## src/hw/rtl/brfo_pkg.sv

```systemverilog
package brfo_pkg;

	localparam int DEF_CAPACITY = 15;

	localparam logic REQ_PUT = 1'b0;
	localparam logic REQ_GET = 1'b1;

	localparam logic [1:0] ST_OK        = 2'd0;
	localparam logic [1:0] ST_OVERWRITE = 2'd1;
	localparam logic [1:0] ST_REFUSED   = 2'd2;

	typedef struct packed {
		logic       req_type;
		logic [7:0] put_byte;
		logic [5:0] get_count;
	} req_t;

	typedef struct packed {
		logic [7:0] out_byte;
		logic       last;
		logic [1:0] status;
		logic [5:0] fill_level;
	} rsp_t;

	typedef struct packed {
		logic put;
		logic get;
		logic emit;
		logic last;
		logic refuse;
	} cmd_t;

	typedef struct packed {
		logic [5:0] fill;
	} stat_t;

endpackage

```

## src/hw/rtl/brfo_ctrl.sv

```systemverilog
module brfo_ctrl (
	input  logic             clk,
	input  logic             arst_n,
	input  logic             start,
	input  logic             req_type,
	input  logic [5:0]       get_count,
	input  brfo_pkg::stat_t  stat,
	output logic             busy,
	output brfo_pkg::cmd_t   cmd
);
	import brfo_pkg::*;

	typedef enum logic {IDLE, GET_RUN} state_t;

	state_t     state_q;
	logic [5:0] remain_q;
	logic       go_run;

	assign busy = (state_q == GET_RUN);

	always_comb begin
		cmd    = '0;
		go_run = 1'b0;
		unique case (state_q)
			IDLE: begin
				if (start) begin
					cmd.emit = 1'b1;
					if (req_type == REQ_PUT) begin
						cmd.put  = 1'b1;
						cmd.last = 1'b1;
					end else if (get_count > stat.fill) begin
						cmd.refuse = 1'b1;
						cmd.last   = 1'b1;
					end else if (get_count == 6'd0) begin
						cmd.last = 1'b1;
					end else begin
						cmd.get  = 1'b1;
						cmd.last = (get_count == 6'd1);
						go_run   = (get_count != 6'd1);
					end
				end
			end
			GET_RUN: begin
				cmd.get  = 1'b1;
				cmd.emit = 1'b1;
				cmd.last = (remain_q == 6'd1);
			end
			default: begin
			end
		endcase
	end

	always_ff @(posedge clk or negedge arst_n) begin
		if (!arst_n) begin
			state_q  <= IDLE;
			remain_q <= '0;
		end else begin
			unique case (state_q)
				IDLE: begin
					if (go_run) begin
						state_q  <= GET_RUN;
						remain_q <= get_count - 6'd1;
					end
				end
				GET_RUN: begin
					remain_q <= remain_q - 6'd1;
					if (remain_q == 6'd1) begin
						state_q <= IDLE;
					end
				end
				default: state_q <= IDLE;
			endcase
		end
	end

endmodule

```

## src/hw/rtl/brfo_dp.sv

```systemverilog
module brfo_dp #(
	parameter int CAPACITY = brfo_pkg::DEF_CAPACITY
) (
	input  logic             clk,
	input  logic             arst_n,
	input  brfo_pkg::cmd_t   cmd,
	input  logic [7:0]       put_byte,
	output brfo_pkg::stat_t  stat,
	output logic             strobe,
	output brfo_pkg::rsp_t   result
);
	import brfo_pkg::*;

	localparam int SLOTS = CAPACITY + 1;
	localparam int PW    = (SLOTS > 1) ? $clog2(SLOTS) : 1;
	localparam logic [PW-1:0] LAST_SLOT = PW'(SLOTS - 1);
	localparam logic [5:0]    CAP_FILL  = 6'(CAPACITY);

	logic [7:0]    mem [SLOTS];
	logic [PW-1:0] rptr_q;
	logic [PW-1:0] wptr_q;
	logic [5:0]    fill_q;
	logic [7:0]    rd_q;
	logic          last_q;
	logic [1:0]    status_q;
	logic          strobe_q;
	logic          full;
	logic [PW-1:0] rptr_nxt;
	logic [PW-1:0] wptr_nxt;

	assign full     = (fill_q == CAP_FILL);
	assign rptr_nxt = (rptr_q == LAST_SLOT) ? '0 : rptr_q + PW'(1);
	assign wptr_nxt = (wptr_q == LAST_SLOT) ? '0 : wptr_q + PW'(1);

	assign stat.fill = fill_q;
	assign strobe    = strobe_q;

	always_comb begin
		result.out_byte   = rd_q;
		result.last       = last_q;
		result.status     = status_q;
		result.fill_level = fill_q;
	end

	always_ff @(posedge clk) begin
		if (cmd.put) begin
			mem[wptr_q] <= put_byte;
		end
		if (cmd.get) begin
			rd_q <= mem[rptr_q];
		end else begin
			rd_q <= '0;
		end
		last_q <= cmd.last;
		if (cmd.refuse) begin
			status_q <= ST_REFUSED;
		end else if (cmd.put && full) begin
			status_q <= ST_OVERWRITE;
		end else begin
			status_q <= ST_OK;
		end
	end

	always_ff @(posedge clk or negedge arst_n) begin
		if (!arst_n) begin
			rptr_q   <= '0;
			wptr_q   <= '0;
			fill_q   <= '0;
			strobe_q <= 1'b0;
		end else begin
			strobe_q <= cmd.emit;
			if (cmd.put) begin
				wptr_q <= wptr_nxt;
				if (full) begin
					rptr_q <= rptr_nxt;
				end else begin
					fill_q <= fill_q + 6'd1;
				end
			end else if (cmd.get) begin
				rptr_q <= rptr_nxt;
				fill_q <= fill_q - 6'd1;
			end
		end
	end

endmodule

```

## src/hw/rtl/byte_ring_fifo_overwrite.sv

```systemverilog
// Byte ring FIFO, overwrite-oldest on full.
// Request channel: start/busy plus req (type, byte, count). A request is
// transferred on a rising edge with start high and busy low.
// Result channel: strobe marks result for one cycle; there is no back
// pressure, so the receiver must take every result as it appears.
// The first result appears in the cycle after the request transfer.
// Throughput: a put, a refused get and a zero-count get each give a single
// result; a get of N bytes returns one byte per cycle from the single read
// port of the slot memory, with busy high while the bytes after the first are read.
// The next request may be transferred in the cycle that shows the final
// result of the previous one.
// Each result carries the fill level after that result. A put to a full
// FIFO stores the byte, drops the oldest one and reports overwrite. A get
// asking for more bytes than stored is refused and removes nothing.
// Reset clears both pointers and the fill level; slot contents are not
// cleared and are never read before being written.
module byte_ring_fifo_overwrite #(
	parameter int CAPACITY = brfo_pkg::DEF_CAPACITY
) (
	input  logic            clk,
	input  logic            arst_n,
	input  logic            start,
	output logic            busy,
	input  brfo_pkg::req_t  req,
	output logic            strobe,
	output brfo_pkg::rsp_t  result
);
	import brfo_pkg::*;

	cmd_t  cmd;
	stat_t stat;

	brfo_ctrl u_ctrl (
		.clk       (clk),
		.arst_n    (arst_n),
		.start     (start),
		.req_type  (req.req_type),
		.get_count (req.get_count),
		.stat      (stat),
		.busy      (busy),
		.cmd       (cmd)
	);

	brfo_dp #(
		.CAPACITY (CAPACITY)
	) u_dp (
		.clk      (clk),
		.arst_n   (arst_n),
		.cmd      (cmd),
		.put_byte (req.put_byte),
		.stat     (stat),
		.strobe   (strobe),
		.result   (result)
	);

endmodule

```

## config.mk

```make
export PLATFORM = sky130hd
export DESIGN_NAME = byte_ring_fifo_overwrite
export DESIGN_NICKNAME = d
export VERILOG_FILES = /design/src/hw/rtl/brfo_pkg.sv /design/src/hw/rtl/brfo_ctrl.sv /design/src/hw/rtl/brfo_dp.sv /design/src/hw/rtl/byte_ring_fifo_overwrite.sv
export SDC_FILE = /design/constraint.sdc
export NUM_CORES = 1
export LEC_CHECK = 0
export ABC_AREA = 0
export BUFFER_PORTS_ARGS = -buffer_cell sky130_fd_sc_hd__clkbuf_2
export CORE_UTILIZATION = 60
export DETAILED_ROUTE_END_ITERATION = 16
export PLACE_DENSITY = 0.78
export SETUP_SLACK_MARGIN = 0.02
export SYNTH_ARGS = -nofsm -noshare
export SYNTH_HDL_FRONTEND = slang
export SYNTH_HIERARCHICAL = 1
export SYNTH_SLANG_ARGS = --single-unit
```

## constraint.sdc

```tcl
create_clock -name clk -period 5.8 [get_ports clk]
set_input_delay 0.58 -clock clk [delete_from_list [all_inputs] [get_ports clk]]
set_output_delay 0.58 -clock clk [all_outputs]
set_load 0.01 [all_outputs]
```

# [Word level (Yosys, flattened, before mapping)]
# Memories as Yosys holds them, arrays and structs flattened. A register that Yosys moved wholly into a read port is not among the register bits.
# Cells that the tools add are included.
[op_classes] addsub=6 n_lt_le_gt_ge=1 eq_ne=9 mux=34 bitwise=1 reduce_logical=6
[op_table] cell="6-bit two-way mux" n=4
[op_table] cell="1-bit two-way mux" n=21
[op_table] cell="4-bit two-way mux" n=5
[op_table] cell="6-bit by 1-bit subtractor with 6-bit output, second input constant" n=3
[op_table] cell="6-bit by 1-bit equality test with 1-bit output, second input constant" n=2
[op_table] cell="6-bit one-hot mux with 2 select lines" n=1
[op_table] cell="4-bit by 1-bit adder with 4-bit output, second input constant" n=2
[op_table] cell="4-bit equality test, second input constant" n=2
[op_table] cell="6-bit by 1-bit adder with 6-bit output, second input constant" n=1
[op_table] cell="6-bit by 4-bit equality test with 1-bit output, second input constant" n=1
[op_table] cell="6-bit greater-than comparator" n=1
[op_table] cell="6-bit logical NOT" n=1
[op_table] cell="6-bit by 1-bit inequality test with 1-bit output, second input constant" n=1
[op_table] cell="3-bit one-hot mux with 2 select lines" n=1
[op_table] cell="5-bit two-way mux" n=1
[op_table] cell="2-bit inequality test, second input constant" n=2
[op_table] cell="2-bit AND reduction" n=2
[op_table] cell="2-bit by 1-bit inequality test with 1-bit output, second input constant" n=1
[op_table] cell="1-bit one-hot mux with 2 select lines" n=1
[op_table] cell="2-bit nonzero test" n=1
[op_table] cell="1-bit logical AND" n=1
[op_table] cell="1-bit logical NOT" n=1
[op_table] cell="1-bit NOT" n=1
[totals] ff_bits=25 mem_bits_rw=128 out_inout_bits=19 memories=1
[mem_list] memory="u_dp.mem" depth=16 width=8 read_ports=1 rd_ports_with_merged_regs=1 write_ports=1 line_no="brfo_dp.sv:19" text="logic [7:0] mem [SLOTS];"

# [Longest topological paths before layout]
[depth] depth_word=8 ltp_mapped=10

# [Hierarchy]
# The synthesis kept the hierarchy.
[modules_own_cells] module="brfo_dp" instances=1 cells_each=366 area_per_inst_um2=6448.7 seq_area_each_um2=4439.3
[modules_own_cells] module="brfo_ctrl" instances=1 cells_each=90 area_per_inst_um2=783.3 seq_area_each_um2=175.2

# [Worst setup path before layout]
# OpenSTA, ideal clock, no wires.
[synth_path] kind="reg-to-reg" start="register u_dp.fill_q[1], in the netlist u_dp/stat[1]" end="register u_dp.rd_q[0] (read register of u_dp.mem)" setup_time_ns=0.092 arrival_ns=2.598 slack_ns=3.109 path_stages_with_launch=11 path_buffers=2 path_cell_list="dfrtp_1 -> buf_4 -> inv_1 -> ha_1 -> nor2b_4 -> o21a_4 -> o31ai_4 -> a31o_2 -> or2b_2 -> clkdlybuf4s18_2 -> o32ai_1"
[synth_rtl] element="start, declared" line_no="brfo_dp.sv:22" text="logic [5:0] fill_q;"
[synth_rtl] element="start signal, assigned" line_no="brfo_dp.sv:77" text="fill_q <= fill_q + 6'd1;"
[synth_rtl] element="start signal, assigned" line_no="brfo_dp.sv:81" text="fill_q <= fill_q - 6'd1;"
[synth_rtl] element="end, declared" line_no="brfo_dp.sv:23" text="logic [7:0] rd_q;"

==> reports/summary.txt <==
Status: finished with violations
Failing checks: DRC
CTS Buf Count: 17
PortBufs: 36
Critical path capture point type: register
Post_cts resized: 0
Max FO, Critical Path: 13
Worst reg2reg path endpoint: u_dp/mem[3][6]
Die Area: 12500 um2
Worst vdd ir: 0.000326 V
Cells after Synth: 456
Synth Area in Simple Gates: 7.60%
FF/Latch Area: 4620 um2
Leak pwr: 2.99 nW
Placer congestion estimate: 0.822
Post-Syn Nets: 495
Worst setup SP type: register
Gr ovfl total: 0
Max Slew Vio Count: 0
TritonRoute pass-1 iters: 12
R2R depth: 4
Clock transition at path regs: 70 ps
Hold Buf Count CTS: 0
Post-layout net count: 527
DRC: 1
Final instance area: 7950 um2
Min Tclk post-route: 3190 ps
Maximum clock rate: 0.313 GHz
Max Buffers Root-to-Sink: 2
EDFF count, synth: 128
Avg Cell Area, Syn: 15.9 um2
Seq/Total Area, Yosys: 63.8%
Yosys warnings: 6
Die Y: 112 um
Synth Area in Compound Gates: 6.99%
Post-synth top area cell: edfxtp_1
Async set or reset register ratio after synthesis: 13.7%
Mapped cell area: 7230 um2
Final setup vio count: 0
WL per Instance: 21.2 um
Vias in the first global route: 4037
R2R Setup Slk: 2610 ps
Global-route wire length before repair: 21500 um
Count leader, synth: edfxtp_1
Multi-input gate area: 2310 um2
CTS HTree Levels: 4
MaxCap Viol Count: 0
Netlist cell types: 61
Mux contribution to synthesized area: 12.2%
Crit path DAT: 3220 ps
1st-iter DRT viols: 355
Hold Vio Cnt, Final: 0
Post-layout util: 68.8%
Pwr Total: 3.82 mW
Post-CTS Setup Inserts: 0
Clock latency at the later pin of the worst-skew pair: 430 ps
Setup Skew: 9.76 ps
Crit share post-route: 55.0%
Top FF cell, synth: edfxtp_1
DR vias: 4012
Fraction of synthesized cell area in xor and xnor cells: 1.45%
Diode count: 0
Routed WL: 13600 um
DR vias/cell: 6.23
Adder-cell share of the synthesized area: 3.74%
Fillers: 756
Rel. slew slack: 13.5%
HP Class: in2async
Slew @ Worst Pin: 1290 ps
Initial antenna violation count: 0
Synth-to-layout area growth: 9.95%
Num rows: 39
Placed Instance Area: 7360 um2
Setup TNS: 0 ps
Share of the synthesized area in the top cell type: 53.1%
RR Startpoint: u_ctrl/busy
Dpl hpwl: 8560 um
CTS root buf: clkbuf_16
Core area: 11600 um2
Largest net degree at the start of global routing: 45
Top post-synthesis cells by count: edfxtp_1 (128), mux2i_1 (41), nor2_1 (26)
Final worst slack: 2610 ps
Total GRT Usage: 23.7%
Req. time, crit path: 5830 ps
Cell Pwr Density: 480 nW/um2
RSZ-0062 raised after global routing: no
CTS tree: yes
Synth top area cells: edfxtp_1 (53%), dfrtp_1 (7.6%), mux2i_1 (5.7%), ha_1 (3.5%), dfxtp_1 (3.0%)
Remaining antenna violation count: 0
Flops & latches, synth: 161
Num ports: 37
Initial Utilization: 62.5%
Largest family of logic cells by synthesized area: multiplexers
Setup CP Type: reg2reg
Die Span X: 112 um
Clock sink count: 161
Share of post-route cells with drive strength above 1: 19.6%
Setup WS pre-CTS: 2700 ps
-- flip-flops by register name, summed over array words and instances, names as in the netlist --
name,flops
u_dp/mem,128
u_dp/wptr_q,4
u_dp/last_q,1
u_ctrl/busy,1
u_dp/status_q,2
u_dp/strobe,1
u_dp/stat,6
u_ctrl/remain_q,6
u_dp/rd_q,8
u_dp/rptr_q,4
-- per-layer routing --
layer | track usage (%) | share of wire [%] | routed length (um)
met1 | 31.1 | 43 | 5820
met2 | 37.5 | 48 | 6590
met3 | 5.50 | 6.5 | 880
met4 | 12.1 | 2.4 | 333
met5 | 0 | 0 | 0
-- critical path, cell delays in order, from the launching register on --
cell and delay [ps]:
dfrtp_1 500, nand2b_1 250, nor2_1 650, nand2_1 330
nor3_1 1060
-- through the flow --
step,std cells,hold WS [ps]
after floorplan,456,284
after CTS,644,149
after global placement,612,523
after detailed placement,612,534
final,644,138
after global routing,644,194
-- worst max path at each step --
stage	startpoint	end	slack, ps	cells past startpoint
2_1_floorplan	u_dp/stat[1]	u_dp/rd_q[0]	3110	10
3_3_place_gp	start	u_dp/mem[3][4]	2750	5
3_5_place_dp	start	u_dp/mem[3][1]	2700	5
4_1_cts	u_ctrl/busy	u_dp/mem[3][1]	2710	4
5_1_grt	u_ctrl/busy	u_dp/stat[5]	2410	8
6_report	u_ctrl/busy	u_dp/mem[3][6]	2610	4
-- where the power goes --
part           switching [mW]  internal (mW)  total, mW
Sequential              0.160           1.36       1.52
Clock                   0.482          0.611       1.09
Combinational           0.613          0.587       1.20
-- layout make-up --
cell class | instances | share of cell area [%]
repair buffers | 39 | 2.55
clock buffers | 17 | 5.35
clock inverters | 15 | 2.09
multi-input cells | 255 | 29.0
inverters | 14 | 0.661
well taps | 143 | 2.25
flip-flops and latches | 161 | 58.0
-- layout by cell type (no fill, tap or decap), types with 3 or more instances in the layout --
cell       Yosys  layout
clkbuf_16      0      17
nor2_1        26      26
dfxtp_1       11      11
xnor2_1        9       9
mux2_2         7       7
nand3_1        5       5
mux4_2         8       8
o21a_1         3       3
ha_1          20      20
a21oi_1        6       6
inv_6          0       7
nand2_1       17      17
clkbuf_2       0      36
edfxtp_1     128     128
nand3b_1       9       9
a32o_1        10      10
o21ai_0        4       4
nand2b_1      15      15
buf_4          7       3
inv_1         14      14
mux2i_1       41      41
dfrtp_1       22      21
xor2_1         3       3
o211a_1        8       8
mux4_1         8       8
o32ai_1        8       8
nor3_1        10      10
-- cells by family (layout without fill, tap and decap cells) --
family	count (synthesis)	in the layout
flip-flops	161	161
AND/OR/NAND/NOR	99	99
multiplexers	64	64
AO/OA/AOI/OAI	59	59
buffers and inverters	40	85
adder cells (fa/ha/maj)	21	21
XOR/XNOR	12	12
(Power assumes the default switching activity.)
